File: src/dhg_pkg.sv
// ============================================================================
// dhg_pkg
// Shared widths, codes and control types of the diff hunk grouper.
// ============================================================================
`timescale 1ns / 1ps
`default_nettype none

package dhg_pkg;

  localparam int IDX_W           = 24;
  localparam int LINE_IN_W       = 24;
  localparam int CTX_W           = 4;
  localparam int KIND_W          = 2;
  localparam int RUN_W           = 5;
  localparam int OFF_W           = 5;
  localparam int DEF_MAX_CONTEXT = 15;
  localparam int DEF_LINE_BITS   = 24;

  localparam logic [IDX_W-1:0]  IDX_MAX   = '1;
  localparam logic [RUN_W-1:0]  RUN_MAX   = '1;
  localparam logic [CTX_W-1:0]  CTX_RESET = 4'd3;

  localparam logic [KIND_W-1:0] KIND_COMMON = 2'd0;
  localparam logic [KIND_W-1:0] KIND_ADD    = 2'd1;
  localparam logic [KIND_W-1:0] KIND_DEL    = 2'd2;

  typedef enum logic [1:0] {
    S_IDLE,
    S_READ,
    S_TAKE,
    S_FIN
  } ctl_state_t;

  typedef struct packed {
    logic load;
    logic rd;
    logic take;
    logic fin;
  } ctl_cmd_t;

  typedef struct packed {
    logic need_scan;
    logic scan_last;
    logic fin_ok;
  } dp_stat_t;

endpackage

`default_nettype wire

File: src/diff_hunk_grouper.sv
// An edit that needs no walk of the line store is accepted and then finished; the finish
// step of an edit that emits waits while the previous result is untaken. Walking the store
// adds a read and a take step per entry (one read port with registered data); opening a
// hunk walks up to context+1 entries and closing or resuming one walks the pending trailing
// commons. A result is in the output register the cycle after finish. One edit at a time.
// Reset: synchronous active-low rst_n clears all hunk state; ctx_r returns to 3.
// ============================================================================
// diff_hunk_grouper
// Groups the edit script of a finished diff into unified-diff hunks and
// reports index range, start lines and line counts per hunk.
// ============================================================================
`timescale 1ns / 1ps
`default_nettype none

module diff_hunk_grouper import dhg_pkg::*; #(
  parameter int MAX_CONTEXT = DEF_MAX_CONTEXT,
  parameter int LINE_BITS   = DEF_LINE_BITS
) (
  input  wire logic                 clk,
  input  wire logic                 rst_n,
  input  wire logic                 cfg_wr_en,
  input  wire logic [CTX_W-1:0]     cfg_wr_data,
  input  wire logic                 in_valid,
  output logic                      in_ready,
  input  wire logic [KIND_W-1:0]    in_edit_kind,
  input  wire logic [LINE_IN_W-1:0] in_org_line,
  input  wire logic [LINE_IN_W-1:0] in_new_line,
  input  wire logic                 in_last_edit,
  output logic                      out_valid,
  input  wire logic                 out_ready,
  output logic [IDX_W-1:0]          out_begin_index,
  output logic [IDX_W-1:0]          out_end_index,
  output logic [IDX_W-1:0]          out_org_start,
  output logic [IDX_W-1:0]          out_org_count,
  output logic [IDX_W-1:0]          out_new_start,
  output logic [IDX_W-1:0]          out_new_count
);

  ctl_cmd_t cmd;
  dp_stat_t stat;

  dhg_ctrl u_ctrl (
    .clk      (clk),
    .rst_n    (rst_n),
    .in_valid (in_valid),
    .in_ready (in_ready),
    .stat     (stat),
    .cmd      (cmd)
  );

  dhg_dp #(
    .MAX_CONTEXT (MAX_CONTEXT),
    .LINE_BITS   (LINE_BITS)
  ) u_dp (
    .clk             (clk),
    .rst_n           (rst_n),
    .cfg_wr_en       (cfg_wr_en),
    .cfg_wr_data     (cfg_wr_data),
    .in_edit_kind    (in_edit_kind),
    .in_org_line     (in_org_line),
    .in_new_line     (in_new_line),
    .in_last_edit    (in_last_edit),
    .out_ready       (out_ready),
    .out_valid       (out_valid),
    .out_begin_index (out_begin_index),
    .out_end_index   (out_end_index),
    .out_org_start   (out_org_start),
    .out_org_count   (out_org_count),
    .out_new_start   (out_new_start),
    .out_new_count   (out_new_count),
    .cmd             (cmd),
    .stat            (stat)
  );

  a_one_beat: assert property (@(posedge clk) disable iff (!rst_n)
    (in_valid && in_ready) |=> !in_ready)
    else $error("input taken again before the previous beat finished");

  a_out_from_fin: assert property (@(posedge clk) disable iff (!rst_n)
    $rose(out_valid) |-> $past(cmd.fin))
    else $error("result raised without a finish step");

  a_take_after_rd: assert property (@(posedge clk) disable iff (!rst_n)
    cmd.take |-> $past(cmd.rd))
    else $error("line store data used without a preceding read");

endmodule

`default_nettype wire

File: src/dhg_ctrl.sv
// ============================================================================
// dhg_ctrl
// Sequencer of the hunk grouper: accepts a beat, walks the line store and
// finishes the edit.
// ============================================================================
`timescale 1ns / 1ps
`default_nettype none

module dhg_ctrl import dhg_pkg::*; (
  input  wire logic     clk,
  input  wire logic     rst_n,
  input  wire logic     in_valid,
  output logic          in_ready,
  input  wire dp_stat_t stat,
  output ctl_cmd_t      cmd
);

  ctl_state_t state_r;
  ctl_state_t state_nxt;

  always_ff @(posedge clk) begin
    if (!rst_n) begin
      state_r <= S_IDLE;
    end else begin
      state_r <= state_nxt;
    end
  end

  always_comb begin
    state_nxt = state_r;
    case (state_r)
      S_IDLE: begin
        if (in_valid) begin
          state_nxt = stat.need_scan ? S_READ : S_FIN;
        end
      end
      S_READ: begin
        state_nxt = S_TAKE;
      end
      S_TAKE: begin
        state_nxt = stat.scan_last ? S_FIN : S_READ;
      end
      S_FIN: begin
        if (stat.fin_ok) begin
          state_nxt = S_IDLE;
        end
      end
      default: begin
        state_nxt = S_IDLE;
      end
    endcase
  end

  always_comb begin
    in_ready = 1'b0;
    cmd      = '0;
    case (state_r)
      S_IDLE: begin
        in_ready = 1'b1;
        cmd.load = in_valid;
      end
      S_READ: begin
        cmd.rd = 1'b1;
      end
      S_TAKE: begin
        cmd.take = 1'b1;
      end
      S_FIN: begin
        cmd.fin = stat.fin_ok;
      end
      default: begin
        in_ready = 1'b0;
      end
    endcase
  end

endmodule

`default_nettype wire

File: src/dhg_dp.sv
// ============================================================================
// dhg_dp
// Datapath of the hunk grouper: hunk state, line store, counters and the
// result register.
// ============================================================================
`timescale 1ns / 1ps
`default_nettype none

module dhg_dp import dhg_pkg::*; #(
  parameter int MAX_CONTEXT = DEF_MAX_CONTEXT,
  parameter int LINE_BITS   = DEF_LINE_BITS
) (
  input  wire logic                 clk,
  input  wire logic                 rst_n,
  input  wire logic                 cfg_wr_en,
  input  wire logic [CTX_W-1:0]     cfg_wr_data,
  input  wire logic [KIND_W-1:0]    in_edit_kind,
  input  wire logic [LINE_IN_W-1:0] in_org_line,
  input  wire logic [LINE_IN_W-1:0] in_new_line,
  input  wire logic                 in_last_edit,
  input  wire logic                 out_ready,
  output logic                      out_valid,
  output logic [IDX_W-1:0]          out_begin_index,
  output logic [IDX_W-1:0]          out_end_index,
  output logic [IDX_W-1:0]          out_org_start,
  output logic [IDX_W-1:0]          out_org_count,
  output logic [IDX_W-1:0]          out_new_start,
  output logic [IDX_W-1:0]          out_new_count,
  input  wire ctl_cmd_t             cmd,
  output dp_stat_t                  stat
);

  localparam int RING_DEPTH = MAX_CONTEXT + 1;
  localparam int RING_AW    = $clog2(RING_DEPTH);
  localparam int RING_SIZE  = 1 << RING_AW;

  typedef logic [LINE_BITS-1:0] line_t;

  // Control and hunk state.
  logic [CTX_W-1:0]   ctx_r, ctx_nxt;
  logic [IDX_W-1:0]   edit_cnt_r, edit_cnt_nxt;
  logic [IDX_W-1:0]   scan_start_r, scan_start_nxt;
  logic               hunk_open_r, hunk_open_nxt;
  logic [IDX_W-1:0]   hunk_begin_r, hunk_begin_nxt;
  logic [RUN_W-1:0]   run_r, run_nxt;
  logic [IDX_W-1:0]   org_n_r, org_n_nxt;
  logic [IDX_W-1:0]   new_n_r, new_n_nxt;
  line_t              org_s_r, org_s_nxt;
  line_t              new_s_r, new_s_nxt;
  logic               org_f_r, org_f_nxt;
  logic               new_f_r, new_f_nxt;
  logic [RING_AW-1:0] wp_r, wp_nxt;
  logic               out_valid_r, out_valid_nxt;

  // Line store.
  logic [2*LINE_BITS-1:0] ring [RING_SIZE];
  logic [2*LINE_BITS-1:0] rd_data_r;
  logic [RING_AW-1:0]     rd_addr;
  logic [31:0]            rd_addr_wide;

  // Item and plan registers.
  logic [KIND_W-1:0] kind_r;
  line_t             org_r;
  line_t             new_r;
  logic              last_r;
  logic              pre_r;
  logic              span_en_r;
  logic [OFF_W-1:0]  lo_r;
  logic [OFF_W-1:0]  off_r;
  logic              cur_en_r;
  logic              emit_r;
  logic [IDX_W-1:0]  end_r;

  // Result payload.
  logic [IDX_W-1:0] out_begin_r, out_end_r, out_org_s_r, out_org_n_r;
  logic [IDX_W-1:0] out_new_s_r, out_new_n_r;

  // Plan signals.
  logic [CTX_W-1:0] c_eff;
  logic [5:0]       c6, c2, run6, run6p;
  logic [RUN_W-1:0] run_p;
  logic             is_common, case_a, case_b, case_c, close_b;
  logic [IDX_W-1:0] top_a, begin_a, n_a;
  logic             far_a;
  logic [5:0]       n6;
  logic             p_pre, p_en, p_cur, p_emit, p_close;
  logic [5:0]       p_hi, p_lo;
  logic [IDX_W:0]   e1, e_close, e_sel;
  logic [IDX_W-1:0] end_sat;

  // Store read and finish values.
  logic             rd_ok;
  line_t            ring_org, ring_new;
  logic             org_hit, new_hit;
  line_t            org_s_aft, new_s_aft;
  logic             org_f_aft, new_f_aft;
  logic [IDX_W-1:0] org_n_aft, new_n_aft;

  assign c_eff = (32'(ctx_r) > 32'(MAX_CONTEXT)) ? CTX_W'(MAX_CONTEXT) : ctx_r;
  assign c6    = 6'(c_eff);
  assign c2    = {c6[4:0], 1'b0};
  assign run_p = (run_r == RUN_MAX) ? RUN_MAX : run_r + RUN_W'(1);
  assign run6  = 6'(run_r);
  assign run6p = 6'(run_p);

  assign is_common = (in_edit_kind == KIND_COMMON);
  assign case_a    = !hunk_open_r && !is_common;
  assign case_b    = hunk_open_r && is_common;
  assign case_c    = hunk_open_r && !is_common;
  assign close_b   = (run6p >= c2);

  assign top_a   = (scan_start_r > edit_cnt_r) ? edit_cnt_r : scan_start_r;
  assign far_a   = ({1'b0, edit_cnt_r} > ({1'b0, top_a} + (IDX_W+1)'(c_eff)));
  assign begin_a = far_a ? (edit_cnt_r - IDX_W'(c_eff)) : top_a;
  assign n_a     = edit_cnt_r - begin_a;
  assign n6      = n_a[5:0];

  always_comb begin
    p_pre   = 1'b0;
    p_en    = 1'b0;
    p_hi    = '0;
    p_lo    = 6'd1;
    p_cur   = 1'b0;
    p_emit  = 1'b0;
    p_close = 1'b0;
    if (case_a) begin
      p_pre  = (begin_a != '0);
      p_en   = (n6 != '0);
      p_hi   = n6;
      p_cur  = 1'b1;
      p_emit = in_last_edit;
    end else if (case_b) begin
      p_hi = run6p - c6 - 6'd1;
      if (close_b) begin
        p_en    = (c_eff == '0) ? (run6p >= 6'd2) : (run6p >= c2 + 6'd1);
        p_lo    = (c_eff == '0) ? 6'd1 : c6;
        p_cur   = (c_eff == '0);
        p_emit  = 1'b1;
        p_close = 1'b1;
      end else begin
        p_en   = in_last_edit && (run6p >= c6 + 6'd2);
        p_cur  = (run6p <= c6) || in_last_edit;
        p_emit = in_last_edit;
      end
    end else if (case_c) begin
      p_en   = (run6 >= c6 + 6'd1);
      p_hi   = run6 - c6;
      p_cur  = 1'b1;
      p_emit = in_last_edit;
    end
  end

  assign e1      = {1'b0, edit_cnt_r} + (IDX_W+1)'(1);
  assign e_close = e1 - (IDX_W+1)'(c_eff);
  assign e_sel   = p_close ? e_close : e1;
  assign end_sat = (e_sel > {1'b0, IDX_MAX}) ? IDX_MAX : e_sel[IDX_W-1:0];

  assign rd_addr_wide = 32'(wp_r) - 32'(off_r);
  assign rd_addr      = rd_addr_wide[RING_AW-1:0];

  assign rd_ok    = (IDX_W'(off_r) <= edit_cnt_r) && (32'(off_r) <= 32'(RING_DEPTH));
  assign ring_org = rd_ok ? rd_data_r[LINE_BITS-1:0] : '0;
  assign ring_new = rd_ok ? rd_data_r[2*LINE_BITS-1:LINE_BITS] : '0;

  assign org_hit   = cur_en_r && !org_f_r && (org_r != '0);
  assign new_hit   = cur_en_r && !new_f_r && (new_r != '0);
  assign org_s_aft = org_hit ? org_r : org_s_r;
  assign new_s_aft = new_hit ? new_r : new_s_r;
  assign org_f_aft = org_f_r || org_hit;
  assign new_f_aft = new_f_r || new_hit;
  assign org_n_aft = (cur_en_r && (kind_r != KIND_ADD) && (org_n_r != IDX_MAX)) ?
                     org_n_r + IDX_W'(1) : org_n_r;
  assign new_n_aft = (cur_en_r && (kind_r != KIND_DEL) && (new_n_r != IDX_MAX)) ?
                     new_n_r + IDX_W'(1) : new_n_r;

  assign stat.need_scan = p_pre || p_en;
  assign stat.scan_last = pre_r ? !span_en_r : (off_r == lo_r);
  assign stat.fin_ok    = !emit_r || !out_valid_r || out_ready;

  always_comb begin
    ctx_nxt        = cfg_wr_en ? cfg_wr_data : ctx_r;
    edit_cnt_nxt   = edit_cnt_r;
    scan_start_nxt = scan_start_r;
    hunk_open_nxt  = hunk_open_r;
    hunk_begin_nxt = hunk_begin_r;
    run_nxt        = run_r;
    org_n_nxt      = org_n_r;
    new_n_nxt      = new_n_r;
    org_s_nxt      = org_s_r;
    new_s_nxt      = new_s_r;
    org_f_nxt      = org_f_r;
    new_f_nxt      = new_f_r;
    wp_nxt         = wp_r;
    out_valid_nxt  = out_valid_r && !out_ready;

    if (cmd.load) begin
      if (case_a) begin
        hunk_open_nxt  = 1'b1;
        hunk_begin_nxt = begin_a;
        run_nxt        = '0;
        org_n_nxt      = '0;
        new_n_nxt      = '0;
        org_s_nxt      = '0;
        new_s_nxt      = '0;
        org_f_nxt      = 1'b0;
        new_f_nxt      = 1'b0;
      end else if (case_b) begin
        run_nxt = run_p;
      end else if (case_c) begin
        run_nxt = '0;
      end
    end

    if (cmd.take) begin
      if (pre_r) begin
        org_s_nxt = ring_org;
        new_s_nxt = ring_new;
      end else begin
        if (!org_f_r && (ring_org != '0)) begin
          org_s_nxt = ring_org;
          org_f_nxt = 1'b1;
        end
        if (!new_f_r && (ring_new != '0)) begin
          new_s_nxt = ring_new;
          new_f_nxt = 1'b1;
        end
        if (org_n_r != IDX_MAX) begin
          org_n_nxt = org_n_r + IDX_W'(1);
        end
        if (new_n_r != IDX_MAX) begin
          new_n_nxt = new_n_r + IDX_W'(1);
        end
      end
    end

    if (cmd.fin) begin
      org_s_nxt    = org_s_aft;
      new_s_nxt    = new_s_aft;
      org_f_nxt    = org_f_aft;
      new_f_nxt    = new_f_aft;
      org_n_nxt    = org_n_aft;
      new_n_nxt    = new_n_aft;
      wp_nxt       = wp_r + RING_AW'(1);
      edit_cnt_nxt = (edit_cnt_r != IDX_MAX) ? edit_cnt_r + IDX_W'(1) : edit_cnt_r;
      if (emit_r || last_r) begin
        hunk_open_nxt  = 1'b0;
        hunk_begin_nxt = '0;
        run_nxt        = '0;
        org_n_nxt      = '0;
        new_n_nxt      = '0;
        org_s_nxt      = '0;
        new_s_nxt      = '0;
        org_f_nxt      = 1'b0;
        new_f_nxt      = 1'b0;
      end
      if (emit_r) begin
        out_valid_nxt  = 1'b1;
        scan_start_nxt = end_r;
      end
      if (last_r) begin
        edit_cnt_nxt   = '0;
        scan_start_nxt = '0;
      end
    end
  end

  always_ff @(posedge clk) begin
    if (!rst_n) begin
      ctx_r        <= CTX_RESET;
      edit_cnt_r   <= '0;
      scan_start_r <= '0;
      hunk_open_r  <= 1'b0;
      hunk_begin_r <= '0;
      run_r        <= '0;
      org_n_r      <= '0;
      new_n_r      <= '0;
      org_s_r      <= '0;
      new_s_r      <= '0;
      org_f_r      <= 1'b0;
      new_f_r      <= 1'b0;
      wp_r         <= '0;
      out_valid_r  <= 1'b0;
    end else begin
      ctx_r        <= ctx_nxt;
      edit_cnt_r   <= edit_cnt_nxt;
      scan_start_r <= scan_start_nxt;
      hunk_open_r  <= hunk_open_nxt;
      hunk_begin_r <= hunk_begin_nxt;
      run_r        <= run_nxt;
      org_n_r      <= org_n_nxt;
      new_n_r      <= new_n_nxt;
      org_s_r      <= org_s_nxt;
      new_s_r      <= new_s_nxt;
      org_f_r      <= org_f_nxt;
      new_f_r      <= new_f_nxt;
      wp_r         <= wp_nxt;
      out_valid_r  <= out_valid_nxt;
    end
  end

  always_ff @(posedge clk) begin
    if (cmd.fin) begin
      ring[wp_r] <= {new_r, org_r};
    end
    if (cmd.rd) begin
      rd_data_r <= ring[rd_addr];
    end
  end

  always_ff @(posedge clk) begin
    if (cmd.load) begin
      kind_r    <= in_edit_kind;
      org_r     <= LINE_BITS'(in_org_line);
      new_r     <= LINE_BITS'(in_new_line);
      last_r    <= in_last_edit;
      pre_r     <= p_pre;
      span_en_r <= p_en;
      lo_r      <= OFF_W'(p_lo);
      off_r     <= p_pre ? OFF_W'(n6 + 6'd1) : OFF_W'(p_hi);
      cur_en_r  <= p_cur;
      emit_r    <= p_emit;
      end_r     <= end_sat;
    end else if (cmd.take) begin
      pre_r <= 1'b0;
      off_r <= off_r - OFF_W'(1);
    end
  end

  always_ff @(posedge clk) begin
    if (cmd.fin && emit_r) begin
      out_begin_r <= hunk_begin_r;
      out_end_r   <= end_r;
      out_org_s_r <= IDX_W'(org_s_aft);
      out_org_n_r <= org_n_aft;
      out_new_s_r <= IDX_W'(new_s_aft);
      out_new_n_r <= new_n_aft;
    end
  end

  assign out_valid       = out_valid_r;
  assign out_begin_index = out_begin_r;
  assign out_end_index   = out_end_r;
  assign out_org_start   = out_org_s_r;
  assign out_org_count   = out_org_n_r;
  assign out_new_start   = out_new_s_r;
  assign out_new_count   = out_new_n_r;

endmodule

`default_nettype wire
File: config.mk
export PLATFORM = sky130hd
export DESIGN_NAME = diff_hunk_grouper
export DESIGN_NICKNAME = d
export VERILOG_FILES = /design/src/dhg_pkg.sv /design/src/diff_hunk_grouper.sv /design/src/dhg_ctrl.sv /design/src/dhg_dp.sv
export SDC_FILE = /design/constraint.sdc
export NUM_CORES = 2
export LEC_CHECK = 0
export CORE_AREA = 2 2 409 289
export DETAILED_ROUTE_END_ITERATION = 16
export DIE_AREA = 0 0 411 291
export DONT_BUFFER_PORTS = 1
export GPL_ROUTABILITY_DRIVEN = 0
export SYNTH_ARGS = -nofsm -noshare
export SYNTH_HDL_FRONTEND = slang
export SYNTH_SLANG_ARGS = --single-unit
File: constraint.sdc
create_clock -name clk -period 11.7 [get_ports clk]
set_input_delay 1.17 -clock clk [delete_from_list [all_inputs] [get_ports clk]]
set_output_delay 1.17 -clock clk [all_outputs]
set_load 0.1 [all_outputs]
==> run metrics <==
clock latency on the worst-skew pair 0.76 ns; initial antenna violation count 10; hold slack final 0.4266 ns; max reg flops 768; Pint 0.008437 W; register share of total power 44.1%; kind of end point of the critical path flop; CTS tree done; Sw Ratio 31.46%; actual slew at the worst max-slew pin 1.262 ns; DP HPWL 90.76 mm; final period utilization 86.58%; CTS resizes 0; Hold Buf Count CTS 0; Static Leakage 19.86 nW; min-delay worst type reg2reg; largest net degree at the start of global routing 128; Port Buffers 0; vias per std cell 6.126; Die Span Y 291 microns; Hold Fails Final Rpt 0; die width 411 microns; Post-Synth Simple-Gate Area 9.764%; Crit path required time 12.35 ns; GR Overflow Total 0; Post-Synth Adder-Cell Area 2.823%; router iterations before antenna repair 6; vias in the first global route 32123; Synth warnings 0; layout cells sized above 1 14.29%; clock transition at the registers of the reported paths 0.07 ns; number of nets with antenna violations after routing 0; Total GRT Usage 25.09%; Num CTS Buffers 119; compound-cell area share of the yosys netlist 8.313%; Die Footprint 0.1196 sq mm; crit-path max FO 24; switching power 0.003873 W; RSZ-0062 raised after global routing no; drt wl/cell 27.58 microns; clk root buf clkbuf_16; VDD IR max 0.3066 mV; Worst slew margin 15.63%; # clock sinks 1235; initial core utilization 46.63%; TNS Setup 0 ns; largest family of logic cells by synthesized area simple AND/OR/NAND/NOR gates; Final Slew Violations 0; core area 0.1161 sq mm; Layout Utilization 51.62%; mux cell area share after synthesis 9.415%; combinational power share 24.9%; Peak Freq 98.71 MHz; Top reg by flops u_dp.ring; first-pass GRT wire length 221.5 mm; clock tree buffer depth 3; Synthesized Nets 4046; flops & latches, synth 1235; Critical Path AT 10.78 ns; slowest stage cell, crit path a31o_2; Row Count 105; H-tree depth 3; fin crit period 10.13 ns; ys flop type edfxtp_1; PD cells 205.3 mW/mm^2; Post-Route WL 151.6 mm; reg-to-reg slack, setup 1.57 ns; via count 33668; outcome finished clean; nets@finish 4016; EDFF count, synth 1048; Clock Power Share 30.9%; largest stage delay on the critical path 0.65 ns; average cell area after synthesis 14.00 sq um; maximum capacitance violations 0; Ports 206; critical path's most frequent cell a21oi_1; CP Class reg2reg; area delta synth->final 10.71%; register area share after synthesis 65.03%; Cells after Synth 3868; setup bufs post-CTS 0; Post-synth ARST share 0%; Layout Skew 0.04428 ns; XOR/XNOR share of the synthesized area 2.491%; Initial DRC Count 4498; largest registers u_dp.ring x768, u_dp.rd_data_r x48; setup violators final 0; Mapped Area 0.05415 sq mm; Post-route DRC 0; Startpoint Class flop; Netlist cell types 84
[critical path: cells and delay by family (launching register included)]
| family | cells | cell delay [ns] |
|---|---|---|
| simple gates | 9 | 2.02 |
| mux | 1 | 0.46 |
| buf+inv | 3 | 0.83 |
| xor+xnor | 2 | 0.37 |
| flops | 1 | 0.31 |
| compound gates | 19 | 4.70 |
| fa+ha+maj | 4 | 1.32 |
[routing by layer]
metal / share of wire [%] / up-vias / track usage [%]
met4: 2.4 / 0 / 6.057
li1: - / 14807 / -
met2: 42 / 1505 / 34.68
met3: 9.5 / 232 / 6.832
met5: 0 / - / 0
met1: 46 / 17124 / 39.00
[layout by cell type (no fill, tap or decap), types with 59 or more instances in the layout]
cell,n
a21oi_1,193
nand2_1,339
xnor2_1,105
ha_1,110
dfxtp_1,187
edfxtp_1,1048
o21ai_0,118
nor3_1,66
nand3_1,173
inv_1,70
and2_1,100
a211oi_1,59
mux4_2,192
clkbuf_16,121
nor2_1,205
buf_4,75
a31oi_1,64
[cells in the mapped netlist (16+ instances only)]
library cell	count	area share, %
a211oi_1	59	0.82
a21o_1	40	0.55
a21oi_1	193	1.8
a22o_1	23	0.37
a22oi_1	36	0.50
a31oi_1	66	0.76
and2_1	100	1.2
and3_1	36	0.42
buf_1	29	0.20
buf_2	18	0.17
clkbuf_1	177	1.2
dfxtp_1	187	6.9
edfxtp_1	1048	58
ha_1	111	2.6
inv_1	72	0.50
mux2_2	51	1.1
mux2i_1	20	0.37
mux4_2	192	8.0
nand2_1	340	2.4
nand3_1	174	1.6
nand4_1	37	0.43
nor2_1	221	1.5
nor3_1	72	0.67
nor4_1	36	0.42
o211ai_1	17	0.24
o21a_1	39	0.54
o21ai_0	119	1.1
o31ai_1	16	0.22
xnor2_1	108	1.7
xor2_1	46	0.74
[metrics by stage]
| stage | instance area (sq um) | setup WS [ns] | total power, W | std cells |
|---|---|---|---|---|
| 2_1_floorplan | 54150 | 2.909 | 0.007599 | 3868 |
| 3_3_place_gp | 56090 | 2.090 | 0.008569 | 5268 |
| 3_5_place_dp | 56090 | 1.837 | 0.008574 | 5268 |
| 4_1_cts | 59940 | 1.805 | 0.01237 | 5491 |
| 5_1_grt | 59950 | 0.8563 | 0.01280 | 5493 |
| 6_report | 59950 | 1.570 | 0.01231 | 5496 |
[worst paths after layout]
check | end | startpoint | depth (start not counted)
max | u_ctrl.state_r[1] | u_dp.edit_cnt_r[5] | 38
min | u_dp.out_begin_index[12] | u_dp.hunk_begin_r[12] | 0
max reg2reg | u_ctrl.state_r[1] | u_dp.edit_cnt_r[5] | 38
min reg2reg | u_dp.out_begin_index[12] | u_dp.hunk_begin_r[12] | 0
[logic make-up after synthesis]
family	count (synthesis)
adder cells (fa/ha/maj)	118
XOR/XNOR	154
AO/OA/AOI/OAI	693
buffers and inverters	303
flip-flops	1235
AND/OR/NAND/NOR	1102
multiplexers	263
[final cells by class]
| class | instances | area, sq um |
|---|---|---|
| clock inverters | 70 | 633.1 |
| repair buffers | 77 | 603.1 |
| diodes | 5 | 12.51 |
| well taps | 1551 | 1941 |
| multi-input cells | 2330 | 18040 |
| inverters | 75 | 294.0 |
| flip-flops and latches | 1235 | 35210 |
| clock buffers | 153 | 3218 |
| fillers | 9674 | 56180 |
[power by group through the flow]
| stage | registers [W] | clock network [W] | logic (W) |
|---|---|---|---|
| floorplan | 0.00540 | 0 | 0.00220 |
| global placement | 0.00551 | 0 | 0.00306 |
| detailed placement | 0.00552 | 0 | 0.00306 |
| CTS | 0.00543 | 0.00388 | 0.00307 |
| global route | 0.00545 | 0.00405 | 0.00330 |
| finish | 0.00543 | 0.00381 | 0.00307 |
Note: power is estimated with default switching activity, not from simulation.
